==> src/rtl/core/dwarfptr_pkg.sv <==
// Package for the DWARF encoded pointer decoder: encoding codes, status codes,
// per-field state and result types. No dependencies.
package dwarfptr_pkg;

    localparam int POINTER_BYTES = 8;
    localparam int MAX_LEB_BYTES = 10;

    localparam logic [7:0] ENC_OMIT = 8'hFF;

    localparam logic [3:0] FMT_ABSPTR  = 4'h0;
    localparam logic [3:0] FMT_ULEB128 = 4'h1;
    localparam logic [3:0] FMT_UDATA2  = 4'h2;
    localparam logic [3:0] FMT_UDATA4  = 4'h3;
    localparam logic [3:0] FMT_UDATA8  = 4'h4;
    localparam logic [3:0] FMT_SLEB128 = 4'h9;
    localparam logic [3:0] FMT_SDATA2  = 4'hA;
    localparam logic [3:0] FMT_SDATA4  = 4'hB;
    localparam logic [3:0] FMT_SDATA8  = 4'hC;

    localparam logic [2:0] REL_ABS = 3'd0;
    localparam logic [2:0] REL_PC  = 3'd1;

    typedef enum logic [2:0] {
        ST_OK        = 3'd0,
        ST_OMITTED   = 3'd1,
        ST_BAD_FMT   = 3'd2,
        ST_BAD_REL   = 3'd3,
        ST_OVERLONG  = 3'd4
    } status_t;

    typedef struct packed {
        logic        in_field;
        logic [3:0]  bytes_seen;
        logic [63:0] accumulator;
        logic [63:0] field_base;
    } field_state_t;

    typedef struct packed {
        logic        field_done;
        logic [63:0] value;
        status_t     status;
        logic        indirect;
    } field_result_t;

endpackage

==> src/rtl/core/dwarfptr_step.sv <==
// Combinational per-byte decode step: folds one byte into the field state.
// Depends on dwarfptr_pkg.
module dwarfptr_step import dwarfptr_pkg::*; (
    input  logic [7:0]    data_byte,
    input  logic [63:0]   field_address,
    input  logic [7:0]    encoding,
    input  field_state_t  cur,
    output field_state_t  nxt,
    output field_result_t res
);

    localparam logic [3:0] PTR_N   = 4'(POINTER_BYTES);
    localparam logic [3:0] LEB_MAX = 4'(MAX_LEB_BYTES - 1);

    logic [3:0]  fmt;
    logic [2:0]  rel;
    logic        is_leb;
    logic        fmt_bad;
    logic [3:0]  fix_n;
    logic [3:0]  bs;
    logic [63:0] acc;
    logic [63:0] base;
    logic [6:0]  leb_sh;
    logic [6:0]  leb_sh_fill;
    logic [63:0] leb_acc;
    logic [63:0] fix_acc;
    logic [63:0] fix_mask;
    logic [63:0] fix_cut;
    logic        fix_done;
    logic        leb_last;
    logic        leb_over;
    logic        done;
    logic [63:0] sum;

    assign fmt = encoding[3:0];
    assign rel = encoding[6:4];

    always_comb begin
        is_leb  = 1'b0;
        fmt_bad = 1'b0;
        fix_n   = 4'd8;
        unique case (fmt) inside
            FMT_ABSPTR:               fix_n  = PTR_N;
            FMT_ULEB128, FMT_SLEB128: is_leb = 1'b1;
            FMT_UDATA2, FMT_SDATA2:   fix_n  = 4'd2;
            FMT_UDATA4, FMT_SDATA4:   fix_n  = 4'd4;
            FMT_UDATA8, FMT_SDATA8:   fix_n  = 4'd8;
            default:                  fmt_bad = 1'b1;
        endcase
    end

    assign bs   = cur.in_field ? cur.bytes_seen  : 4'd0;
    assign acc  = cur.in_field ? cur.accumulator : 64'd0;
    assign base = cur.in_field ? cur.field_base  : field_address;

    // LEB128: seven payload bits per byte, sign fill above the last group
    assign leb_sh      = {3'd0, bs} * 7'd7;
    assign leb_sh_fill = leb_sh + 7'd7;
    assign leb_last    = !data_byte[7];
    assign leb_over    = data_byte[7] && (bs >= LEB_MAX);

    always_comb begin
        leb_acc = acc | (64'(data_byte[6:0]) << leb_sh);
        if (leb_last && fmt == FMT_SLEB128 && data_byte[6]) begin
            leb_acc = leb_acc | (~64'd0 << leb_sh_fill);
        end
    end

    // Fixed little-endian forms
    assign fix_done = ({1'b0, bs} + 5'd1) >= {1'b0, fix_n};
    assign fix_mask = (fix_n < 4'd8) ? ((64'd1 << {fix_n, 3'd0}) - 64'd1) : ~64'd0;

    always_comb begin
        fix_acc = acc;
        if (!bs[3]) begin
            fix_acc = acc | (64'(data_byte) << {bs[2:0], 3'd0});
        end
        fix_cut = fix_acc & fix_mask;
        if (fmt[3] && |(fix_cut & (fix_mask ^ (fix_mask >> 1))) && fix_n < 4'd8) begin
            fix_cut = fix_cut | ~fix_mask;
        end
    end

    assign done = is_leb ? leb_last : fix_done;
    assign sum  = (is_leb ? leb_acc : fix_cut) + ((rel == REL_PC) ? base : 64'd0);

    always_comb begin
        nxt = '0;
        res = '{field_done: 1'b0, value: 64'd0, status: ST_OK, indirect: 1'b0};
        if (encoding == ENC_OMIT) begin
            res.field_done = 1'b1;
            res.status     = ST_OMITTED;
        end else if (fmt_bad) begin
            res.field_done = 1'b1;
            res.status     = ST_BAD_FMT;
        end else if (rel != REL_ABS && rel != REL_PC) begin
            res.field_done = 1'b1;
            res.status     = ST_BAD_REL;
        end else if (is_leb && leb_over) begin
            res.field_done = 1'b1;
            res.status     = ST_OVERLONG;
        end else if (done) begin
            res.field_done = 1'b1;
            res.value      = sum;
            res.indirect   = encoding[7];
        end else begin
            nxt.in_field    = 1'b1;
            nxt.bytes_seen  = bs + 4'd1;
            nxt.accumulator = is_leb ? leb_acc : fix_acc;
            nxt.field_base  = base;
        end
    end

endmodule

==> src/rtl/core/dwarf_encoded_pointer_decoder.sv <==
// Top level of the DWARF encoded pointer decoder: input register, field
// state, result register. Depends on dwarfptr_pkg and dwarfptr_step.
//
//   channel  ports                                      dir  request
//   s_       s_data_byte, s_field_address               in   one raw byte
//   m_       m_field_done, m_value, m_status, m_indirect out  one result per byte
//   cfg      encoding_we, encoding_wdata                in   encoding register write
//
// One byte per cycle while m_ready stays high; m_valid rises when res_reg loads.
// The decode of a byte is one pass through dwarfptr_step between the input
// register and the result register; field state updates as the byte moves on.
// Synchronous active-low reset empties both registers, clears the field state
// and sets encoding to omitted. A stalled m_ side holds the result while the
// input register still takes one more byte.
module dwarf_encoded_pointer_decoder import dwarfptr_pkg::*; (
    input  logic        aclk,
    input  logic        aresetn,
    input  logic        encoding_we,
    input  logic [7:0]  encoding_wdata,
    input  logic        s_valid,
    output logic        s_ready,
    input  logic [7:0]  s_data_byte,
    input  logic [63:0] s_field_address,
    output logic        m_valid,
    input  logic        m_ready,
    output logic        m_field_done,
    output logic [63:0] m_value,
    output logic [2:0]  m_status,
    output logic        m_indirect
);

    logic [7:0]    encoding_reg;
    logic          in_valid_reg;
    logic [7:0]    in_data_reg;
    logic [63:0]   in_addr_reg;
    field_state_t  state_reg;
    field_state_t  state_next;
    field_result_t res_next;
    field_result_t res_reg;
    logic          m_valid_reg;
    logic          advance;

    dwarfptr_step u_step (
        .data_byte     (in_data_reg),
        .field_address (in_addr_reg),
        .encoding      (encoding_reg),
        .cur           (state_reg),
        .nxt           (state_next),
        .res           (res_next)
    );

    assign advance = in_valid_reg && (!m_valid_reg || m_ready);
    assign s_ready = !in_valid_reg || advance;

    always_ff @(posedge aclk) begin
        if (!aresetn) begin
            encoding_reg <= ENC_OMIT;
            in_valid_reg <= 1'b0;
            m_valid_reg  <= 1'b0;
            state_reg    <= '0;
        end else begin
            if (encoding_we) begin
                encoding_reg <= encoding_wdata;
            end
            if (s_valid && s_ready) begin
                in_valid_reg <= 1'b1;
            end else if (advance) begin
                in_valid_reg <= 1'b0;
            end
            if (advance) begin
                m_valid_reg <= 1'b1;
                state_reg   <= state_next;
            end else if (m_ready) begin
                m_valid_reg <= 1'b0;
            end
        end
    end

    always_ff @(posedge aclk) begin
        if (s_valid && s_ready) begin
            in_data_reg <= s_data_byte;
            in_addr_reg <= s_field_address;
        end
        if (advance) begin
            res_reg <= res_next;
        end
    end

    assign m_valid      = m_valid_reg;
    assign m_field_done = res_reg.field_done;
    assign m_value      = res_reg.value;
    assign m_status     = res_reg.status;
    assign m_indirect   = res_reg.indirect;

    a_err_ends_field: assert property (@(posedge aclk) disable iff (!aresetn)
        m_valid && m_status != ST_OK |-> m_field_done && m_value == 64'd0)
        else $error("error status without field end");

    a_partial_quiet: assert property (@(posedge aclk) disable iff (!aresetn)
        m_valid && !m_field_done |-> m_value == 64'd0 && m_status == ST_OK && !m_indirect)
        else $error("partial field result not zero");

    a_idle_state_clear: assert property (@(posedge aclk) disable iff (!aresetn)
        !state_reg.in_field |-> state_reg.bytes_seen == 4'd0)
        else $error("byte count kept outside a field");

    a_count_bound: assert property (@(posedge aclk) disable iff (!aresetn)
        state_reg.bytes_seen <= 4'(MAX_LEB_BYTES - 1))
        else $error("byte count out of range");

    a_done_clears: assert property (@(posedge aclk) disable iff (!aresetn)
        advance && res_next.field_done |=> !state_reg.in_field)
        else $error("field state kept after completion");

endmodule
==> config.mk <==
export PLATFORM = sky130hd
export DESIGN_NAME = dwarf_encoded_pointer_decoder
export DESIGN_NICKNAME = d
export VERILOG_FILES = /design/src/rtl/core/dwarfptr_pkg.sv /design/src/rtl/core/dwarfptr_step.sv /design/src/rtl/core/dwarf_encoded_pointer_decoder.sv
export SDC_FILE = /design/constraint.sdc
export NUM_CORES = 1
export LEC_CHECK = 0
export ABC_AREA = 0
export BUFFER_PORTS_ARGS = -buffer_cell sky130_fd_sc_hd__buf_4
export CORE_ASPECT_RATIO = 1.4
export CORE_MARGIN = 1.5
export CORE_UTILIZATION = 34
export CTS_CLUSTER_DIAMETER = 80
export DETAILED_ROUTE_END_ITERATION = 8
export MAX_ROUTING_LAYER = met4
export REMOVE_ABC_BUFFERS = 1
export SYNTH_ARGS = -nofsm -noshare
export SYNTH_HDL_FRONTEND = slang
export SYNTH_HIERARCHICAL = 1
export SYNTH_SLANG_ARGS = --single-unit
==> constraint.sdc <==
create_clock -name aclk -period 7.5 [get_ports aclk]
set_clock_uncertainty 0.05 [all_clocks]
set_input_delay 0.75 -clock aclk [delete_from_list [all_inputs] [get_ports aclk]]
set_output_delay 0.75 -clock aclk [all_outputs]
set_load 0.005 [all_outputs]
**Yosys cells after proc, flatten, opt, wreduce, memory -nomap -nowiden**

Index checks and enable logic that the tools add are counted.

- Input port bits: 85
- Bits in registers: 284
- Word-level logic and storage cells: 100
- Output and inout port bits: 71

- Order comparisons: 3
- Mux-type cells: 26
- Equality and inequality tests: 11
- Reduce and logical (&&, ||, !) cells: 26
- Bitwise gates (word level): 10
- Shifts and indexed selects: 4
- Multiply operators: 1
- $add $sub $neg: 5

Operator list:

| operator | number |
|---|---|
| 133-bit 2-to-1 mux | 5 |
| 64-bit 2-to-1 mux | 9 |
| 64-bit OR | 4 |
| 64-bit bitwise AND | 2 |
| 65-bit 2-to-1 mux | 1 |
| 64-bit adder | 1 |
| 64-bit NOT | 1 |
| 64-bit OR reduction | 1 |
| 1-bit by 7-bit << shifter with 64-bit output (first input constant) | 1 |
| 64-bit by 7-bit << shifter with 64-bit output (first input constant) | 1 |
| 7-bit by 7-bit << shifter with 64-bit output | 1 |
| 8-bit by 6-bit << shifter with 64-bit output | 1 |
| 64-bit by 1-bit subtractor with 64-bit output (second input constant) | 1 |
| 64-bit by 63-bit XOR with 64-bit output | 1 |
| 4-bit == test (second input constant) | 4 |
| 1-bit logical AND | 9 |
| 9-bit OR reduction | 1 |
| 4-bit by 2-bit == test with 1-bit output (second input constant) | 2 |
| 8-bit == test (second input constant) | 1 |
| 4-bit one-hot mux with 2 select lines | 1 |
| 7-bit by 3-bit adder with 7-bit output (second input constant) | 1 |
| 4-bit by 3-bit multiplier with 7-bit output (second input constant) | 1 |
| 1-bit 2-to-1 mux | 6 |
| 2-bit OR reduction | 3 |
| 21 further kinds | 27 |

**Depth between registers and ports, before layout**

Gate-level depths: netlist of run 1.

- Depth after elaboration: 15
- Depth in mapped cells: 30

**Modules after synthesis**

The synthesis of run 1 kept the hierarchy.

By module, submodules not included:

| module | cells an instance | seq. area each (um^2) | instances | area each (um^2) |
|---|---|---|---|---|
| dwarf_encoded_pointer_decoder | 753 | 7096.8 | 1 | 9878.2 |
| dwarfptr_step | 1498 | 0.0 | 1 | 9014.9 |

**Worst setup path after synthesis of run 1**

No wires, ideal clock.

- Path kind: reg2reg
- Start: register state_reg[132] (netlist bit)
- End: register res_reg, in the netlist m_value[57] (data pin)
- Required time: 7.190 ns
- Path slack: 0.459 ns
- Data arrival time: 6.731 ns
- Period minus slack after synthesis: 7.041 ns
- Cell stages (with the launch flop): 30
- Cell sequence: dfxtp_1 > clkbuf_1 > buf_1 > clkbuf_1 > clkbuf_1 > clkbuf_1 > nand2_1 > ha_1 > a41o_1 > a21oi_1 > o21bai_1 > a21oi_1 > xor2_1 > or3_1 > clkbuf_1 > nor2_1 > nand2_1 > o2111ai_1 > o211a_1 > ha_1 > a21oi_1 > o21ai_1 > a311o_1 > a211o_1 > o21ai_2 > a41oi_4 > a2111oi_2 > or2_1 > o21bai_1 > mux2i_1

- Cells in the longest elaborated chain, start to end: 12

RTL lines:

| item | line | RTL |
|---|---|---|
| start, declared | dwarf_encoded_pointer_decoder.sv:36 | `field_state_t state_reg;` |
| start signal, assigned | dwarf_encoded_pointer_decoder.sv:72 | `state_reg <= state_next;` |
| parallel branches: the longest is 12 deep, another holds 64-bit adder | -- |  |
| end signal, assigned | dwarf_encoded_pointer_decoder.sv:85 | `res_reg <= res_next;` |
| end, declared | dwarf_encoded_pointer_decoder.sv:39 | `field_result_t res_reg;` |

Parallel ways; which one is timed is not known.
A chain may end at the register's enable or synchronous reset.

**Worst setup path in the final report of run 1**

- Start: register state_reg[132] (netlist bit)
- End: register res_reg, in the netlist m_value[54] (data pin)

The elaborated chain is that of the path after synthesis.

==> results of run 1 <==
-- per-stage QoR --
| step | instances | instance area [sq um] | total power [W] |
|---|---|---|---|
| 2_1_floorplan | 2095 | 18200 | 0.00195 |
| 3_3_place_gp | 3037 | 20800 | 0.00207 |
| 3_5_place_dp | 3037 | 20800 | 0.00207 |
| 4_1_cts | 3094 | 21800 | 0.00373 |
| 5_1_grt | 3094 | 21900 | 0.00381 |
| 6_report | 3094 | 21900 | 0.00368 |
-- critical path, cell delays in order (launching register included) --
cell	delay [ps]
sky130_fd_sc_hd__dfxtp_4	420
sky130_fd_sc_hd__and2_1	220
sky130_fd_sc_hd__inv_2	120
sky130_fd_sc_hd__ha_1	310
sky130_fd_sc_hd__ha_1	290
sky130_fd_sc_hd__ha_1	290
sky130_fd_sc_hd__ha_1	380
sky130_fd_sc_hd__a21oi_1	310
sky130_fd_sc_hd__o21bai_1	110
sky130_fd_sc_hd__a21oi_1	180
sky130_fd_sc_hd__xor2_1	100
sky130_fd_sc_hd__or3_1	340
sky130_fd_sc_hd__nor2_1	180
sky130_fd_sc_hd__nand2_1	240
sky130_fd_sc_hd__o2111ai_1	310
sky130_fd_sc_hd__o211a_1	220
sky130_fd_sc_hd__ha_1	280
sky130_fd_sc_hd__a221o_1	390
sky130_fd_sc_hd__a31oi_1	390
sky130_fd_sc_hd__nor4bb_2	130
sky130_fd_sc_hd__nor3b_1	160
sky130_fd_sc_hd__o2bb2ai_1	260
sky130_fd_sc_hd__a211o_1	370
sky130_fd_sc_hd__a311o_1	370
sky130_fd_sc_hd__a31oi_1	240
sky130_fd_sc_hd__xor2_1	180
sky130_fd_sc_hd__nor2_1	50
-- cell usage in the layout, fill, tap and decap left out, types with 12 or more instances in the layout --
master                        n
sky130_fd_sc_hd__a21o_1      31
sky130_fd_sc_hd__a21oi_1    141
sky130_fd_sc_hd__a221o_1     18
sky130_fd_sc_hd__a221oi_1    34
sky130_fd_sc_hd__a22o_1      13
sky130_fd_sc_hd__a22oi_1     12
sky130_fd_sc_hd__a31oi_1     21
sky130_fd_sc_hd__and2_1      14
sky130_fd_sc_hd__and3_1      29
sky130_fd_sc_hd__buf_4      212
sky130_fd_sc_hd__clkbuf_16   31
sky130_fd_sc_hd__dfxtp_1    142
sky130_fd_sc_hd__edfxtp_1   141
sky130_fd_sc_hd__ha_1        86
sky130_fd_sc_hd__inv_1       28
sky130_fd_sc_hd__mux2i_1    210
sky130_fd_sc_hd__nand2_1    497
sky130_fd_sc_hd__nand2b_1    22
sky130_fd_sc_hd__nand3_1     20
sky130_fd_sc_hd__nand4_1     24
sky130_fd_sc_hd__nor2_1     265
sky130_fd_sc_hd__nor2b_1     13
sky130_fd_sc_hd__nor3_1      41
sky130_fd_sc_hd__o21ai_0     59
sky130_fd_sc_hd__o21bai_1    12
sky130_fd_sc_hd__xnor2_1     32
sky130_fd_sc_hd__xor2_1      29
-- power breakdown --
part | total, W | switching, W | internal [W] | leakage, nW
clock | 0.00164 | 0.000671 | 0.000966 | 0.519
sequential | 0.00168 | 0.0000180 | 0.00167 | 2.57
combinational | 0.000356 | 0.000222 | 0.000135 | 5.41
-- how the worst max path moves through the flow --
stage                   startpoint            to  slack (ps)  depth (start not counted)
global route        state_reg[132]   m_value[62]          -3                         26
detailed placement  state_reg[132]   m_value[53]         390                         26
finish              state_reg[132]   m_value[54]         320                         26
global placement    state_reg[132]   m_value[53]         440                         26
floorplan                  m_ready  state_reg[0]       -5620                          3
CTS                 state_reg[132]   m_value[60]         360                         26
-- cells by family after synthesis --
group | count (synthesis) | synth area share
XOR/XNOR | 61 | 0.0283
AO/OA/AOI/OAI | 451 | 0.164
adder cells (fa/ha/maj) | 87 | 0.0580
multiplexers | 211 | 0.112
AND/OR/NAND/NOR | 971 | 0.219
flip-flops | 284 | 0.376
buffers and inverters | 186 | 0.0432
-- layer usage --
layer | global-route usage | wire, um | vias to the layer above
met2 | 0.407 | 33000 | 543
met1 | 0.238 | 24400 | 8299
met5 | - | 0 | -
met3 | 0.0215 | 2860 | 161
met4 | 0.119 | 3690 | 0
li1 | - | - | 8192
-- area by class of cell --
| type | instances | share of cell area |
|---|---|---|
| Clock buffer | 39 | 0.0387 |
| Clock inverter | 18 | 0.0104 |
| Inverter | 30 | 0.00520 |
| Multi-Input combinational cell | 1781 | 0.505 |
| Sequential cell | 284 | 0.325 |
| Tap cell | 728 | 0.0416 |
| Timing Repair Buffer | 214 | 0.0743 |
-- repair_timing --
item / 4_1_cts / 5_1_grt
setup endpoints to repair: 0 / 6
setup buffers: 0 / 0
resized for setup: 0 / 7
==> flow_metrics.tcl, run 1 <==
set metrics [dict create \
    ys_top_cells_by_count "sky130_fd_sc_hd__nand2_1, sky130_fd_sc_hd__nor2_1, sky130_fd_sc_hd__mux2i_1, sky130_fd_sc_hd__dfxtp_1" \
    hold_slack_ps 287 \
    cts-root-to-sink-buffers 3 \
    core_area_sq_um 55100 \
    path_class "flip-flop to flip-flop" \
    placement_rows 102 \
    regToRegStartpoint "state_reg[132]" \
    clock_tree.root_cell "sky130_fd_sc_hd__clkbuf_16" \
    timing.fmax_ghz 0.139 \
    hpwl_mm 44.7 \
    setup_tns_ps 0 \
    largest_register_ffs 133 \
    tritoncts_num_sinks 284 \
    final_hold_viol_count 0 \
    worst-r2r-setup-slack_ps 320 \
    outcome "completed" \
    clock_tree_from_tritoncts "yes" \
    synth_sequential_area_ratio 0.376 \
    first_pass_grt_wire_length_mm 96.9 \
    floorplan.io_pins 156 \
    setup.worst_path.end_class "flip-flop" \
    antenna_violations_before_repair 0 \
    dp_worst_setup_slack_ps 395 \
    timing.max_slew.rel_slack 0.270 \
    drt-total-wl_mm 63.9 \
    antenna_violating_nets_post_route 0 \
    worstSkewPairLatency_ps 590 \
    post_drt_via_cell_ratio 5.56 \
    chipHeight_um 282 \
    hold_path.class "input port to flip-flop" \
    avgRoutedWirePerCell_um 20.6 \
    cts-buffers-inserted 31 \
    post-route-worst-setup-slack_ps 318 \
    ff_latch_area_sq_um 7100 \
    syn_area_per_cell_sq_um 8.39 \
    critPathLaunchType "flip-flop" \
    synthToLayoutAreaGrowth_pct 15.8 \
    drc 0 \
    fin_max_slew_vios 0 \
    grt_max_degree 123 \
    setup_viol_count_final 0 \
    die_width_um 202 \
    tightest_slew_ps 1100 \
    ys.flop_type "sky130_fd_sc_hd__dfxtp_1" \
    gr-total-overflow 0 \
    peakVddDrop_mv 0.162 \
    maxCapViolations 0 \
    whs_endpoint "in_data_reg[5]" \
    num-nets-final 2514 \
    critical_path_required_ps 7760 \
    syn-instance-count 2251 \
    netlist.area_leader.share 0.224 \
    drt_iter0_markers 1067 \
    yosys.area.top_type "sky130_fd_sc_hd__edfxtp_1" \
    synth_enable_flop_cells 141 \
    synth_area_leaders "sky130_fd_sc_hd__edfxtp_1, sky130_fd_sc_hd__dfxtp_1, sky130_fd_sc_hd__mux2i_1" \
    synth_async_sr_flop_share 0 \
    synth_seq_cells 284 \
    power.density_cell_area_nw_per_um2 168 \
    die_area_sq_um 57000 \
    holdCritStartpoint "s_data_byte[5]" \
    place.gp.congestion 0.912 \
    static-leakage-power_nw 8.50 \
    crit_arrival_ps 7440 \
    post-route-util 0.397 \
    grt_usage 0.223 \
    postCtsHoldBufs 0 \
    syn-cell-area_sq_um 18900 \
    timing.rr.end "m_value[54]" \
    min_path_cells 1 \
    routed-via-count 17200 \
    multiInputGateArea_sq_um 11100 \
    layout_min_cycle_time_ps 7180 \
    antenna-diode-count 0 \
    synth.yosys.warnings 6 \
    floorplan.initialDensity 0.343 \
    ff2ff_path_depth 26 \
    synthMostInstantiatedCell "sky130_fd_sc_hd__nand2_1" \
    htree_levels 1 \
    drtPass1Iterations 5 \
    nFillCells 5543 \
    clkSlewWorstSetupHoldPaths_ps 60 \
    first_global_vias 16900 \
    period_share 0.958 \
    worstPathMaxFanout 13 \
    synth_cell_types 77 \
    drive_above_1_share 0.128 \
    port-buffer-count 155 \
]
No activity file was read; power rests on OpenSTA's default activity.
==> run 2: changes to the inputs <==
CORE_ASPECT_RATIO = 0.6   (was 1.4)
clock period = 6.1 ns   (was 7.5 ns; I/O delays follow)
==> run 2 against run 1 <==
  * Clock power increased by 18%
  * Combinational power up 48%
  * Die area hardly changed
  * Global-route usage rose by 1.6 points
  * Hold slack worse by 160 ps
  * Critical path depth rose by 5
  * Final cell count up 8.1%
  * Clock-buffer cell count grew 1
  * Flip-flop and latch count did not move
  * Highest routed layer unchanged
==> flow_metrics.tcl, run 2 (same netlist as run 1, synthesis figures left out) <==
set metrics [dict create \
    worstSkewPairLatency_ps 610 \
    setup.worst_path.end_class "flip-flop" \
    chipHeight_um 186 \
    cts-root-to-sink-buffers 3 \
    clock_tree.root_cell "sky130_fd_sc_hd__clkbuf_16" \
    timing.max_slew.rel_slack 0.282 \
    hpwl_mm 48.8 \
    placed_cell_area_sq_um 22600 \
    floorplan.initialDensity 0.347 \
    layout.cells.non_filler 3345 \
    drc 0 \
    power.total_w 0.00454 \
    num-nets-final 2779 \
    port-buffer-count 155 \
    worst_path_dominant_cell_family "compound AO/OA/AOI/OAI gates" \
    period_share 0.983 \
    grt_usage 0.239 \
    dpl.cell_count 3270 \
    holdCritStartpoint "s_field_address[15]" \
    drive_above_1_share 0.246 \
    tritoncts_num_sinks 284 \
    drtPass1Iterations 6 \
    cts-buffers-inserted 30 \
    timing.critical_path.buf_inv 7 \
    multiInputGateArea_sq_um 11700 \
    gr-total-overflow 0 \
    avgRoutedWirePerCell_um 20.5 \
    maxCapViolations 0 \
    fin_max_slew_vios 0 \
    setup_viol_count_final 0 \
    htree_levels 1 \
    first_global_vias 17300 \
    regToRegStartpoint "state_reg[132]" \
    slowest_stage "sky130_fd_sc_hd__a211o_4" \
    outcome "completed" \
    grt_setup_unrepaired "true" \
    critPathLaunchType "flip-flop" \
    largest_register_ffs 133 \
    clock_tree_from_tritoncts "yes" \
    floorplan.io_pins 156 \
    antenna-diode-count 0 \
    postCtsHoldBufs 0 \
    hold_path.class "input port to flip-flop" \
    antenna_violations_before_repair 0 \
    antenna_violating_nets_post_route 0 \
    core_area_sq_um 54500 \
    path_class "flip-flop to flip-flop" \
    timing.fmax_ghz 0.167 \
    post_drt_via_cell_ratio 5.54 \
    static-leakage-power_nw 9.85 \
    worstPathMaxFanout 4 \
    clkSlewWorstSetupHoldPaths_ps 70 \
    critical_path_required_ps 6380 \
    final_cell_mix "sky130_fd_sc_hd__nand2_1, sky130_fd_sc_hd__buf_4, sky130_fd_sc_hd__nor2_1" \
    hold_slack_ps 127 \
    synthToLayoutAreaGrowth_pct 29.3 \
    layout_min_cycle_time_ps 6000 \
    place.gp.congestion 0.965 \
    power.density_cell_area_nw_per_um2 186 \
    mostFrequentLayoutCell "sky130_fd_sc_hd__nand2_1" \
    die_width_um 307 \
    placement_rows 66 \
    die_area_sq_um 57000 \
    most_common_cell_on_crit_path "sky130_fd_sc_hd__buf_4" \
    final_hold_viol_count 0 \
    nFillCells 5378 \
    routed-via-count 18500 \
    drt_iter0_markers 1972 \
    worst_setup_path_startpoint "state_reg[132]" \
    tightest_slew_ps 1080 \
    first_pass_grt_wire_length_mm 103 \
    timing.critical_path.slowest_cell_delay_ps 380 \
    drt-total-wl_mm 68.7 \
    grt_max_degree 117 \
    peakVddDrop_mv 0.197 \
    finalInstanceArea_sq_um 24400 \
    ff_latch_area_sq_um 7100 \
    crit_arrival_ps 6280 \
]
==> run 2: cell count changes in the layout (fill, tap and decap cells not counted), moves of 8 or more <==
cell,change
sky130_fd_sc_hd__ha_4,+11
sky130_fd_sc_hd__nor2_2,+8
sky130_fd_sc_hd__nor2_1,-10
sky130_fd_sc_hd__a21oi_1,-13
sky130_fd_sc_hd__buf_4,+260
sky130_fd_sc_hd__o21ai_1,+9
sky130_fd_sc_hd__ha_1,-13
sky130_fd_sc_hd__a21oi_2,+8
sky130_fd_sc_hd__o21ai_0,-13
==> run 2: routing by layer <==
| metal | up-vias | share of wire | GRT usage |
|---|---|---|---|
| met5 | - | 0 | - |
| met4 | 0 | 0.019 | 0.0437 |
| met3 | 88 | 0.095 | 0.0587 |
| met2 | 786 | 0.38 | 0.313 |
| met1 | 8945 | 0.50 | 0.364 |
| li1 | 8727 | - | - |
==> run 2: per-stage QoR <==
| step | worst slack, ps | TNS [ps] | util |
|---|---|---|---|
| global placement | -431 | -3970 | 0.415 |
| floorplan | -6880 | -1662630 | - |
| CTS | -1.73 | -1.73 | 0.440 |
| global route | -51.5 | -160 | 0.448 |
| detailed placement | -451 | -5970 | 0.415 |
| finish | 102 | 0 | 0.448 |
==> run 2: path summary, 6_finish.rpt <==
| kind | end | slack [ps] | cells after the start |
|---|---|---|---|
| worst max-delay path | m_value[40] | 100 | 31 |
| worst min-delay path | in_addr_reg[15] | 130 | 1 |
| worst max register to register | m_value[40] | 100 | 31 |
| worst min register to register | state_reg[25] | 410 | 2 |
==> run 2: cell type report <==
type                    instances  share of cell area
flip-flops and latches        284               0.291
repair buffers                480               0.150
multi-input cells            1781               0.477
clock buffers                  40              0.0344
well taps                     714              0.0366
clock inverters                16             0.00661
inverters                      30             0.00476
==> run 2: where the power goes <==
group | internal [W] | switching [W]
Combinational | 0.000229 | 0.000298
Sequential | 0.00205 | 0.0000327
Clock | 0.00109 | 0.000839
==> run 2: repair_timing <==
item,CTS,global route
gates resized for setup,64,69
cloned,0,0
setup endpoints to repair,30,39
pin swaps,42,56
buffers inserted,8,11
==> run 3: changes to the inputs <==
GPL_ROUTABILITY_DRIVEN = 0   (was not set)
PLACE_DENSITY = 0.62   (was not set)
==> run 3 against run 2 <==
  * Sequential share of layout area shrank 0.096 points
  * Worst setup slack got worse by 43 ps
  * Register-to-register slack got worse by 40 ps
  * Die area unchanged
  * Wire length down 2.4%
  * Global-route usage fell by 0.58 points
  * Flip-flop and latch count unchanged
  * Cell area up 0.35%
  * First-iteration DRC count grew 14%
  * Critical path depth decreased by 3
  * Critical path type unchanged
  * Largest cell class unchanged
  * Largest power group is now clock
==> flow_metrics.tcl, run 3 (same netlist as run 1, synthesis figures left out) <==
set metrics [dict create \
    drc 0 \
    ff_latch_area_sq_um 7100 \
    tightest_slew_ps 1100 \
    power.density_cell_area_nw_per_um2 191 \
    timing.fmax_ghz 0.166 \
    timing.max_slew.rel_slack 0.270 \
    maxCapViolations 0 \
    outcome "completed" \
    path_class "flip-flop to flip-flop" \
    core_area_sq_um 54500 \
    cts-root-to-sink-buffers 3 \
    clock_tree_from_tritoncts "yes" \
    nFillCells 5263 \
    first_pass_grt_wire_length_mm 102 \
    static-leakage-power_nw 9.91 \
    grt_setup_unrepaired "true" \
    hpwl_mm 46.8 \
    dp_worst_setup_slack_ps -478 \
    port-buffer-count 155 \
    die_width_um 307 \
    period_share 0.990 \
    avgRoutedWirePerCell_um 20.1 \
    grt_usage 0.233 \
    gr-total-overflow 0 \
    first_global_vias 17700 \
    fin_max_slew_vios 0 \
    drive_above_1_share 0.245 \
    final_hold_viol_count 0 \
    layout_min_cycle_time_ps 6040 \
    synthToLayoutAreaGrowth_pct 29.8 \
    drtPass1Iterations 6 \
    timing.critical_path.slowest_cell_delay_ps 410 \
    die_area_sq_um 57000 \
    final_cell_mix "sky130_fd_sc_hd__nand2_1, sky130_fd_sc_hd__buf_4, sky130_fd_sc_hd__nor2_1" \
    crit_arrival_ps 6350 \
    mostFrequentLayoutCell "sky130_fd_sc_hd__nand2_1" \
    hold_slack_ps 117 \
    hold_path.class "input port to flip-flop" \
    setup.worst_path.end_class "flip-flop" \
    postCtsHoldBufs 0 \
    num-nets-final 2761 \
    most_common_cell_on_crit_path "sky130_fd_sc_hd__ha_4" \
    critical_path_required_ps 6410 \
    clock_tree.root_cell "sky130_fd_sc_hd__clkbuf_16" \
    tritoncts_num_sinks 284 \
    routed-via-count 18600 \
    post-route-worst-setup-slack_ps 58.3 \
    antenna_violating_nets_post_route 0 \
    slowest_stage "sky130_fd_sc_hd__a221o_1" \
    drt-total-wl_mm 67.0 \
    drt_iter0_markers 2253 \
    grt_max_degree 153 \
    placement_rows 66 \
    multiInputGateArea_sq_um 11700 \
    worstSkewPairLatency_ps 620 \
    post_drt_via_cell_ratio 5.59 \
    dpl.cell_count 3258 \
    antenna_violations_before_repair 0 \
    layout.cells.non_filler 3328 \
    floorplan.io_pins 156 \
    htree_levels 1 \
    largest_register_ffs 133 \
    cts-buffers-inserted 30 \
    setup_tns_ps 0 \
    peakVddDrop_mv 0.157 \
    floorplan.initialDensity 0.347 \
    worstPathMaxFanout 6 \
    setup_viol_count_final 0 \
    clkSlewWorstSetupHoldPaths_ps 70 \
    critPathLaunchType "flip-flop" \
    chipHeight_um 186 \
]
-- run 3: layout make-up --
class,count,area share
Antenna cell,2,0.000204
Clock buffer,38,0.0348
Clock inverter,17,0.0101
Inverter,30,0.00485
Multi-Input combinational cell,1781,0.479
Sequential cell,284,0.290
Tap cell,714,0.0364
Timing Repair Buffer,462,0.145
-- run 3: repair_timing --
action / in CTS / in global routing
setup buffers: 4 / 9
gates cloned: 0 / 0
setup endpoints to repair: 31 / 33
gates resized for setup: 72 / 74
pin swaps: 35 / 60
-- run 3: path summary, 6_finish.rpt --
check,from,to,slack (ps),cells past startpoint
hold / removal,s_field_address[44],in_addr_reg[44],120,1
setup / recovery,state_reg[132],m_value[54],60,28
setup reg to reg,state_reg[132],m_value[54],60,28
hold reg to reg,state_reg[28],state_reg[28],410,2
-- run 3: stage by stage --
step	util	total power [W]	cell area, sq um
after CTS	0.442	0.00472	24100
after global placement	0.413	0.00260	22500
after global routing	0.450	0.00484	24500
after floorplan	-	0.00240	18200
final	0.450	0.00469	24500
after detailed placement	0.413	0.00261	22500
-- run 3: power breakdown --
part           internal [W]  total [W]  switching [W]
registers           0.00205    0.00208      0.0000339
logic              0.000223   0.000518       0.000295
clock network       0.00124    0.00209       0.000854
total               0.00351    0.00469        0.00118
-- run 3: layer usage --
metal	wire length [um]	track usage
met3	6470	0.0462
met5	0	-
met2	26900	0.319
met1	32400	0.351
met4	1160	0.0443
-- run 3: worst max-delay path: cells and delay by family, from the launching register on --
kind / cells / cell delay, ps
adders and majority gates: 5 / 1180
xor gates and xnor gates: 2 / 270
buffers and inverters: 3 / 310
AOI/OAI and AO/OA: 11 / 2610
DFF: 1 / 340
and+or+nand+nor: 7 / 1010
